$ cat config.mk
export PLATFORM = sky130hd
export DESIGN_NAME = hsv_to_rgb_color
export DESIGN_NICKNAME = d
export VERILOG_FILES = /design/src/hsvrgb_pkg.sv /design/src/hsvrgb_hue.sv /design/src/hsvrgb_sat.sv /design/src/hsvrgb_val.sv /design/src/hsv_to_rgb_color.sv
export SDC_FILE = /design/constraint.sdc
export NUM_CORES = 2
export LEC_CHECK = 0
export BUFFER_PORTS_ARGS = -buffer_cell sky130_fd_sc_hd__buf_2
export CAP_MARGIN = 10
export CELL_PAD_IN_SITES_DETAIL_PLACEMENT = 1
export CELL_PAD_IN_SITES_GLOBAL_PLACEMENT = 1
export CORE_MARGIN = 3
export CORE_UTILIZATION = 52
export DETAILED_ROUTE_END_ITERATION = 10
export HOLD_SLACK_MARGIN = 0.08
export MAX_ROUTING_LAYER = met4
export PLACE_DENSITY_LB_ADDON = 0.25
export SLEW_MARGIN = 20
export SYNTH_ARGS = -nofsm -noshare
export SYNTH_HDL_FRONTEND = slang
export SYNTH_HIERARCHICAL = 1
export SYNTH_SLANG_ARGS = --single-unit
export TNS_END_PERCENT = 20
$ cat constraint.sdc
create_clock -name clk -period 8.3 [get_ports clk]
set_input_delay 1.245 -clock clk [delete_from_list [all_inputs] [get_ports clk]]
set_output_delay 1.245 -clock clk [all_outputs]
set_load 0.03 [all_outputs]
$ cat src/hsvrgb_pkg.sv
// Shared constants and stage beat types for the HSV to RGB colour converter.
// No dependencies; every other file refers to this package by scoped name.
package hsvrgb_pkg;

  localparam logic [7:0]  HUE_SECTOR1_START = 8'd86;
  localparam logic [7:0]  HUE_SECTOR2_START = 8'd171;
  localparam logic [7:0]  RAMP_SPAN         = 8'd85;
  localparam logic [15:0] RAMP_SLOPE        = 16'd771;
  localparam logic [15:0] CHANNEL_CLAMP     = 16'd32768;
  localparam logic [15:0] GRAY_STEP         = 16'd64;
  localparam logic [7:0]  VALUE_HALF        = 8'd128;
  localparam logic [15:0] WHITE_STEP        = 16'd256;

  // Clamped sector ramps, up to 32768
  typedef logic [15:0] ramp_t;
  // Saturation-blended channel, never above 32767
  typedef logic [14:0] blend_t;

  typedef struct packed {
    ramp_t      red;
    ramp_t      green;
    ramp_t      blue;
    logic [7:0] saturation;
    logic [7:0] brightness;
  } ramp_beat_t;

  typedef struct packed {
    blend_t     red;
    blend_t     green;
    blend_t     blue;
    logic [7:0] brightness;
  } blend_beat_t;

  typedef struct packed {
    logic [7:0] red;
    logic [7:0] green;
    logic [7:0] blue;
  } rgb_beat_t;

endpackage

$ cat src/hsvrgb_hue.sv
// First pipeline stage: hue sector decode and clamped channel ramps.
// Depends on hsvrgb_pkg.
module hsvrgb_hue (
  input  logic                    clk,
  input  logic                    rst,
  input  logic                    in_valid,
  output logic                    in_stall,
  input  logic [7:0]              hue,
  input  logic [7:0]              saturation,
  input  logic [7:0]              brightness,
  output logic                    valid,
  input  logic                    stall,
  output hsvrgb_pkg::ramp_beat_t  beat
);

  function automatic hsvrgb_pkg::ramp_t ramp_value(input logic [6:0] k);
    logic [15:0] prod;
    prod = 16'(k) * hsvrgb_pkg::RAMP_SLOPE;
    return (prod > hsvrgb_pkg::CHANNEL_CLAMP) ? hsvrgb_pkg::CHANNEL_CLAMP : prod;
  endfunction

  logic                   advance;
  logic [6:0]             h;
  logic [6:0]             fall_k;
  hsvrgb_pkg::ramp_t      rise;
  hsvrgb_pkg::ramp_t      fall;
  hsvrgb_pkg::ramp_beat_t beat_next;

  assign advance  = !valid || !stall;
  assign in_stall = !advance;

  always_comb begin
    if (hue < hsvrgb_pkg::HUE_SECTOR1_START) begin
      h = hue[6:0];
    end else if (hue < hsvrgb_pkg::HUE_SECTOR2_START) begin
      h = 7'(hue - hsvrgb_pkg::RAMP_SPAN);
    end else begin
      h = 7'(hue - 8'(2 * hsvrgb_pkg::RAMP_SPAN));
    end
    fall_k = 7'(hsvrgb_pkg::RAMP_SPAN) - h;
    rise   = ramp_value(h);
    fall   = ramp_value(fall_k);

    beat_next.saturation = saturation;
    beat_next.brightness = brightness;
    if (hue < hsvrgb_pkg::HUE_SECTOR1_START) begin
      beat_next.red   = fall;
      beat_next.green = rise;
      beat_next.blue  = '0;
    end else if (hue < hsvrgb_pkg::HUE_SECTOR2_START) begin
      beat_next.red   = '0;
      beat_next.green = fall;
      beat_next.blue  = rise;
    end else begin
      beat_next.red   = rise;
      beat_next.green = '0;
      beat_next.blue  = fall;
    end
  end

  always_ff @(posedge clk) begin
    if (rst) begin
      valid <= 1'b0;
    end else if (advance) begin
      valid <= in_valid;
    end
    if (advance && in_valid) begin
      beat <= beat_next;
    end
  end

endmodule

$ cat src/hsvrgb_sat.sv
// Second pipeline stage: blend each channel toward mid gray by saturation.
// Depends on hsvrgb_pkg.
module hsvrgb_sat (
  input  logic                     clk,
  input  logic                     rst,
  input  logic                     in_valid,
  output logic                     in_stall,
  input  hsvrgb_pkg::ramp_beat_t   in_beat,
  output logic                     valid,
  input  logic                     stall,
  output hsvrgb_pkg::blend_beat_t  beat
);

  // floor(c*s/256) + (256-s)*64, bounded by 32704
  function automatic hsvrgb_pkg::blend_t sat_blend(input hsvrgb_pkg::ramp_t c,
                                                   input logic [7:0] s);
    logic [23:0] prod;
    logic [8:0]  inv;
    logic [15:0] sum;
    prod = 24'(c) * 24'(s);
    inv  = 9'd256 - 9'(s);
    sum  = prod[23:8] + 16'(inv) * hsvrgb_pkg::GRAY_STEP;
    return sum[14:0];
  endfunction

  logic                    advance;
  hsvrgb_pkg::blend_beat_t beat_next;

  assign advance  = !valid || !stall;
  assign in_stall = !advance;

  always_comb begin
    beat_next.red        = sat_blend(in_beat.red,   in_beat.saturation);
    beat_next.green      = sat_blend(in_beat.green, in_beat.saturation);
    beat_next.blue       = sat_blend(in_beat.blue,  in_beat.saturation);
    beat_next.brightness = in_beat.brightness;
  end

  always_ff @(posedge clk) begin
    if (rst) begin
      valid <= 1'b0;
    end else if (advance) begin
      valid <= in_valid;
    end
    if (advance && in_valid) begin
      beat <= beat_next;
    end
  end

endmodule

$ cat src/hsvrgb_val.sv
// Third pipeline stage: darken or whiten by brightness, drop seven bits, hold
// the result in the output register. Depends on hsvrgb_pkg.
module hsvrgb_val (
  input  logic                     clk,
  input  logic                     rst,
  input  logic                     in_valid,
  output logic                     in_stall,
  input  hsvrgb_pkg::blend_beat_t  in_beat,
  output logic                     valid,
  input  logic                     stall,
  output hsvrgb_pkg::rgb_beat_t    beat
);

  // Above half: c*(256-b)/128 + (b-128)*256; otherwise c*b/128
  function automatic logic [7:0] val_blend(input hsvrgb_pkg::blend_t c,
                                           input logic [7:0] b);
    logic [7:0]  factor;
    logic [15:0] white;
    logic [22:0] prod;
    logic [15:0] sum;
    if (b > hsvrgb_pkg::VALUE_HALF) begin
      factor = 8'(9'd256 - 9'(b));
      white  = 16'(b - hsvrgb_pkg::VALUE_HALF) * hsvrgb_pkg::WHITE_STEP;
    end else begin
      factor = b;
      white  = '0;
    end
    prod = 23'(c) * 23'(factor);
    sum  = prod[22:7] + white;
    return sum[14:7];
  endfunction

  logic                  advance;
  hsvrgb_pkg::rgb_beat_t beat_next;

  assign advance  = !valid || !stall;
  assign in_stall = !advance;

  always_comb begin
    beat_next.red   = val_blend(in_beat.red,   in_beat.brightness);
    beat_next.green = val_blend(in_beat.green, in_beat.brightness);
    beat_next.blue  = val_blend(in_beat.blue,  in_beat.brightness);
  end

  always_ff @(posedge clk) begin
    if (rst) begin
      valid <= 1'b0;
    end else if (advance) begin
      valid <= in_valid;
    end
    if (advance && in_valid) begin
      beat <= beat_next;
    end
  end

endmodule

$ cat src/hsv_to_rgb_color.sv
// Top level of the HSV to RGB colour converter: three-stage pipeline.
// Depends on hsvrgb_pkg, hsvrgb_hue, hsvrgb_sat and hsvrgb_val.
//
//   channel | handshake            | payload
//   --------+----------------------+------------------------------
//   input   | in_valid / in_stall  | hue, saturation, brightness
//   output  | out_valid / out_stall| red, green, blue
//
// One beat per clock while out_stall is low; an accepted beat passes through
// the three registered stages (hue ramps, saturation blend, brightness blend)
// in order before it reaches the output. Each stage holds its beat only while
// the next one is full and stalled, so bubbles close up and nothing is lost or
// repeated.
// Reset clears the stage valid bits only; there is no other state.
module hsv_to_rgb_color (
  input  logic       clk,
  input  logic       rst,
  input  logic       in_valid,
  output logic       in_stall,
  input  logic [7:0] hue,
  input  logic [7:0] saturation,
  input  logic [7:0] brightness,
  output logic       out_valid,
  input  logic       out_stall,
  output logic [7:0] red,
  output logic [7:0] green,
  output logic [7:0] blue
);

  logic                    ramp_valid;
  logic                    ramp_stall;
  hsvrgb_pkg::ramp_beat_t  ramp_beat;
  logic                    blend_valid;
  logic                    blend_stall;
  hsvrgb_pkg::blend_beat_t blend_beat;
  hsvrgb_pkg::rgb_beat_t   rgb_beat;

  hsvrgb_hue u_hue (
    .clk        (clk),
    .rst        (rst),
    .in_valid   (in_valid),
    .in_stall   (in_stall),
    .hue        (hue),
    .saturation (saturation),
    .brightness (brightness),
    .valid      (ramp_valid),
    .stall      (ramp_stall),
    .beat       (ramp_beat)
  );

  hsvrgb_sat u_sat (
    .clk      (clk),
    .rst      (rst),
    .in_valid (ramp_valid),
    .in_stall (ramp_stall),
    .in_beat  (ramp_beat),
    .valid    (blend_valid),
    .stall    (blend_stall),
    .beat     (blend_beat)
  );

  hsvrgb_val u_val (
    .clk      (clk),
    .rst      (rst),
    .in_valid (blend_valid),
    .in_stall (blend_stall),
    .in_beat  (blend_beat),
    .valid    (out_valid),
    .stall    (out_stall),
    .beat     (rgb_beat)
  );

  assign red   = rgb_beat.red;
  assign green = rgb_beat.green;
  assign blue  = rgb_beat.blue;

`ifndef ASSERT_OFF
  // An output beat can only appear if the blend stage held one in the previous cycle
  a_out_from_blend: assert property (@(posedge clk) disable iff (rst)
    $rose(out_valid) |-> $past(blend_valid))
    else $error("output valid rose with no beat in the blend stage");

  // A full, stalled pipeline must push back on the input
  a_full_backpressure: assert property (@(posedge clk) disable iff (rst)
    (out_valid && out_stall && blend_valid && ramp_valid) |-> in_stall)
    else $error("input accepted while every stage is full and stalled");

  // Reset empties every stage
  a_reset_empty: assert property (@(posedge clk)
    $past(rst) |-> (!out_valid && !blend_valid && !ramp_valid))
    else $error("pipeline not empty after reset");

  // A stalled blend-stage beat is held for the next cycle
  a_blend_hold: assert property (@(posedge clk) disable iff (rst)
    (blend_valid && blend_stall) |=> (blend_valid && $stable(blend_beat)))
    else $error("blend stage beat changed while stalled");
`endif

endmodule

# Word level (Yosys, flattened, before mapping)
# Cells that the tools add are included.
[classes] multipliers=8 reduce_logical=11 magnitude_cmp=5 addsub=12 muxes=8
[op_table] cell="48-bit two-way mux" count=2
[op_table] cell="15-bit adder" count=6
[op_table] cell="16-bit by 8-bit multiplier with 23-bit output" count=3
[op_table] cell="15-bit by 8-bit multiplier with 22-bit output" count=3
[op_table] cell="16-bit greater-than comparator, second input constant" count=2
[op_table] cell="7-bit by 10-bit multiplier with 16-bit output, second input constant" count=2
[op_table] cell="16-bit two-way mux" count=2
[op_table] cell="15-bit two-way mux" count=1
[op_table] cell="7-bit two-way mux" count=2
[op_table] cell="9-bit by 8-bit subtractor with 9-bit output, first input constant" count=1
[op_table] cell="8-bit greater-than comparator, second input constant" count=1
[op_table] cell="8-bit by 7-bit less-than comparator with 1-bit output, second input constant" count=1
[op_table] cell="8-bit less-than comparator, second input constant" count=1
[op_table] cell="8-bit two-way mux" count=1
[op_table] cell="1-bit by 8-bit subtractor with 8-bit output, first input constant" count=1
[op_table] cell="7-bit by 1-bit subtractor with 7-bit output, second input constant" count=1
[op_table] cell="7-bit by 6-bit subtractor with 7-bit output, second input constant" count=1
[op_table] cell="7-bit subtractor, first input constant" count=1
[op_table] cell="7-bit subtractor, second input constant" count=1
[op_table] cell="1-bit zero test" count=5
[op_table] cell="1-bit logical AND" count=3
[op_table] cell="1-bit logical OR" count=3
[word_totals] elab_cells=59 in_bits=28 out_inout_bits=26 reg_bits=144

# Logic depth before layout (Yosys ltp)
[logic_depth] depth_word=9 mapped_depth=36 ltp_nobuf=33

# By module
# Netlist, hierarchy kept.
[modules_own_cells] module="hsvrgb_sat" seq_area_each_um2=1611.5 cells_per_inst=1479 n_inst=1 area_each_um2=13909.6
[modules_own_cells] module="hsvrgb_val" seq_area_each_um2=740.7 cells_per_inst=1360 n_inst=1 area_each_um2=12164.2
[modules_own_cells] module="hsvrgb_hue" seq_area_each_um2=1941.9 cells_per_inst=388 n_inst=1 area_each_um2=4410.5

# Worst setup path before layout
# No wires, ideal clock.
[synth_path] path_kind="flip-flop to flip-flop" startpoint="register u_sat/beat[0] (netlist bit)" endpoint="register u_val/beat[15] (netlist bit), data pin" required_time_ns=8.040 stages_incl_launch_ff=33 slack_ns=0.846 setup_ns=0.260 t_arrival_ns=7.194 period_less_slack_ns=7.454 n_path_buf=3 cell_sequence="edfxtp_1 -> clkbuf_1 -> clkbuf_1 -> inv_1 -> ha_1 -> nor2b_1 -> a21boi_0 -> nand2_1 -> xnor2_1 -> clkbuf_1 -> nand2_1 -> fa_1 -> fa_1 -> inv_1 -> fa_1 -> fa_1 -> ha_1 -> a21o_1 -> a211oi_1 -> o211a_1 -> o21ai_0 -> a21o_1 -> a21oi_1 -> ha_1 -> inv_1 -> fa_1 -> inv_1 -> a21oi_1 -> o21bai_1 -> a21o_1 -> a21oi_1 -> xnor2_1 -> xnor2_1"
[synth_rtl] item="start: declaration" line="hsvrgb_sat.sv:11" rtl="output hsvrgb_pkg::blend_beat_t beat"
[synth_rtl] item="start signal: assignment" line="hsvrgb_sat.sv:46" rtl="beat <= beat_next;"
[synth_rtl] item="end signal: assignment" line="hsvrgb_val.sv:52" rtl="beat <= beat_next;"
[synth_rtl] item="end: declaration" line="hsvrgb_val.sv:11" rtl="output hsvrgb_pkg::rgb_beat_t beat"

==> Implementation_results.wiki <==
{| class="wikitable"
! Metric !! Value
|-
| Status || finished, final reports clean
|-
| Mean cell area of the mapped netlist || 9.45 um^2
|-
| Final cell count without fillers || 4019
|-
| Initial DRT Pass Iterations || 5
|-
| Setup TNS Final || 0 ns
|-
| Post-layout min period || 7.88 ns
|-
| Data arrival at the endpoint of the critical path || 8.11 ns
|-
| RSZ-0062 raised after global routing || true
|-
| Hold crit path type || reg -> reg
|-
| Critical path peak fanout || 17
|-
| Post-synth net total || 4063
|-
| FFs w/ async S/R, synth || 0%
|-
| Final critical-path share of the clock period || 94.9%
|-
| Actual slew at the worst max-slew pin || 1.04 ns
|-
| Vias in the first global route || 26000
|-
| Distinct cells, synth || 96
|-
| Worst path setup slack after routing || 0.424 ns
|-
| Placed Instances || 3984
|-
| Setup slack at placement || 0.356 ns
|-
| # Max-Cap Violations || 0
|-
| Root buffer cell || sky130_fd_sc_hd__clkbuf_16
|-
| Synthesized instance count || 3227
|-
| Fill count || 6533
|-
| Number of register bits inferred by synthesis || 144
|-
| Area share of the leading cell type in the synthesized netlist || 31.5%
|-
| First-pass GRT wire length || 137 mm
|-
| Achievable Freq || 127 MHz
|-
| Die X || 248 um
|-
| Worst-Skew Late Latency || 0.49 ns
|-
| Wirelength, routed || 84.5 mm
|-
| Number of nets in the final layout || 4076
|-
| Worst slew margin || 30.3%
|-
| Leading register cell type out of synthesis || sky130_fd_sc_hd__edfxtp_1
|-
| Largest cells by area after synthesis || sky130_fd_sc_hd__fa_1 (32%), sky130_fd_sc_hd__edfxtp_1 (14%), sky130_fd_sc_hd__ha_1 (13%)
|-
| Synth-to-layout area growth || 5.77%
|-
| Synthesized cell area || 30500 um^2
|-
| Drt first-iter violations || 1016
|-
| Most common library cells after synthesis || sky130_fd_sc_hd__inv_1 (596), sky130_fd_sc_hd__and2_1 (516), sky130_fd_sc_hd__fa_1 (480)
|-
| Share of the core filled with cells in the final layout || 55.8%
|-
| Clock tree from TritonCTS || yes
|-
| Part of the Yosys area used for sequential elements || 14.1%
|-
| Row count || 88
|-
| Chip Height || 248 um
|-
| Placer's final routability congestion estimate || 0.880
|-
| Vias post-DR || 22600
|-
| Die area || 61600 um^2
|-
| Clock-pin slew on the worst setup and hold paths || 0.08 ns
|-
| Routed vias/inst || 5.64
|-
| Effective utilization at floorplan || 52.7%
|-
| Yosys warning total || 6
|-
| Sink count of the clock tree || 144
|-
| Count of pins on the block boundary || 54
|-
| Buffers on Ports || 53
|-
| Post-synthesis cell type with the largest combined area || sky130_fd_sc_hd__fa_1
|-
| GRT Util Overall || 29.2%
|-
| Launching element type of the critical path || register
|-
| Post-DRT Antenna Nets || 0
|-
| Routed wire per std cell || 21.0 um
|-
| Number of enable-type register cells in the synthesized netlist || 141
|-
| Maximum cell stage delay along the critical path || 0.53 ns
|-
| Max-slew violations || 0
|-
| Final setup violating endpoints || 0
|-
| Maximum number of pins on one net before global-route repair || 65
|-
| Hold Fails Final Rpt || 0
|-
| Clock skew || 0.0169 ns
|-
| Grt total ovfl || 0
|-
| CTS buffer count || 17
|-
| Largest buffer count on any clock path || 2
|-
| Detailed Place HPWL || 67.9 mm
|-
| Crit. End Element || register
|-
| DRC violation count after routing || 0
|-
| Required time reported for the critical path endpoint || 8.53 ns
|-
| Slowest cell on the critical path || sky130_fd_sc_hd__fa_1
|-
| H-tree depth || 4
|-
| Layout cells sized above 1 || 5.69%
|-
| Most frequent cell after synthesis || sky130_fd_sc_hd__inv_1
|-
| Critical path class || reg -> reg
|-
| Number of antenna violations at the first check in global routing || 0
|-
| Standard cell core area || 57800 um^2
|}
[through the flow]
stage	hold WS [ns]	area (um^2)
3_5_place_dp	0.410	31700
2_1_floorplan	0.400	30500
4_1_cts	0.428	32200
3_3_place_gp	0.406	31600
6_report	0.430	32200
5_1_grt	0.439	32200
[cells in the final DEF, fill, tap and decap left out, drive strengths merged, types with 5 or more instances in the layout]
cell type and count:
nand2 301, a211o 9, o22ai 32, and2 517, clkbuf 17, buf 91
xnor2 116, fa 480, xor2 47, nor2b 15, nand4 13, a221oi 6
o21bai 20, and4 10, ha 328, nand3 37, a32o 9, a21oi 109
o41ai 5, o31ai 7, and3 10, nand2b 12, o211ai 6, a31oi 20
inv 603, a211oi 19, a21o 53, mux2i 6, edfxtp 141, nor2 51
nor3 19, o21ai 60
[cell type report]
type	count	area, um^2	share of cell area, %
inverter	596	2240	6.94
antenna	1	2.50	0.00776
clock buffer	17	425	1.32
sequential	144	4290	13.3
clock inverter	15	126	0.392
timing repair buffer	91	591	1.83
multi-input combinational	2390	23600	73.2
tap	765	957	2.97
[cell families (layout without fill, tap and decap cells)]
logic type	after synthesis	after routing	share of synthesized area, %
AO/OA/AOI/OAI	398	398	8.92
adder cells (fa/ha/maj)	808	808	45.0
flip-flops	144	144	14.1
AND/OR/NAND/NOR	1015	1015	18.3
multiplexers	6	6	0.197
XOR/XNOR	163	163	4.81
other	0	1	0
buffers and inverters	693	719	8.73
[per-layer routing]
metal  up-vias  wire length [um]  part of all wire (%)  GRT usage (%)
met2       486             43700                    52           51.5
met4         0              3020                   3.6           11.6
met5         -                 0                     0              -
li1      10300                 -                     -              -
met1     11700             34800                    41           34.3
met3       155              2930                   3.5           3.20
[state kept, by name, summed over array words and instances, names as in the netlist]
| name | flops |
|---|---|
| u_sat/beat | 53 |
| u_val/valid | 1 |
| u_hue/beat | 64 |
| u_sat/valid | 1 |
| u_hue/valid | 1 |
| u_val/beat | 24 |
[final timing paths]
kind                  from       endpoint  slack [ns]  cells past startpoint
max          u_sat/beat[1]  u_val/beat[7]        0.42                     31
min          u_hue/beat[6]  u_sat/beat[6]        0.43                      0
max reg2reg  u_sat/beat[1]  u_val/beat[7]        0.42                     31
min reg2reg  u_hue/beat[6]  u_sat/beat[6]        0.43                      0
[critical path: cells and delay by family (launching register included)]
kind                       cells  cell delay [ns]
AOI/OAI and AO/OA             10             2.25
xor gates and xnor gates       3             0.68
adders and majority gates      8             2.95
buffers and inverters          6             0.74
DFF                            1             0.44
and+or+nand+nor                4             0.55
[timing repair]
item | 4_1_cts | 5_1_grt
buffers inserted | 0 | 0
resized for setup | 0 | 2
hold buffers | 0 | 0
setup endpoints to repair | 0 | 3
Power is left out: the tool's default activity adds up to more than one toggle a clock period on the data nets, which glitch-free logic cannot reach.
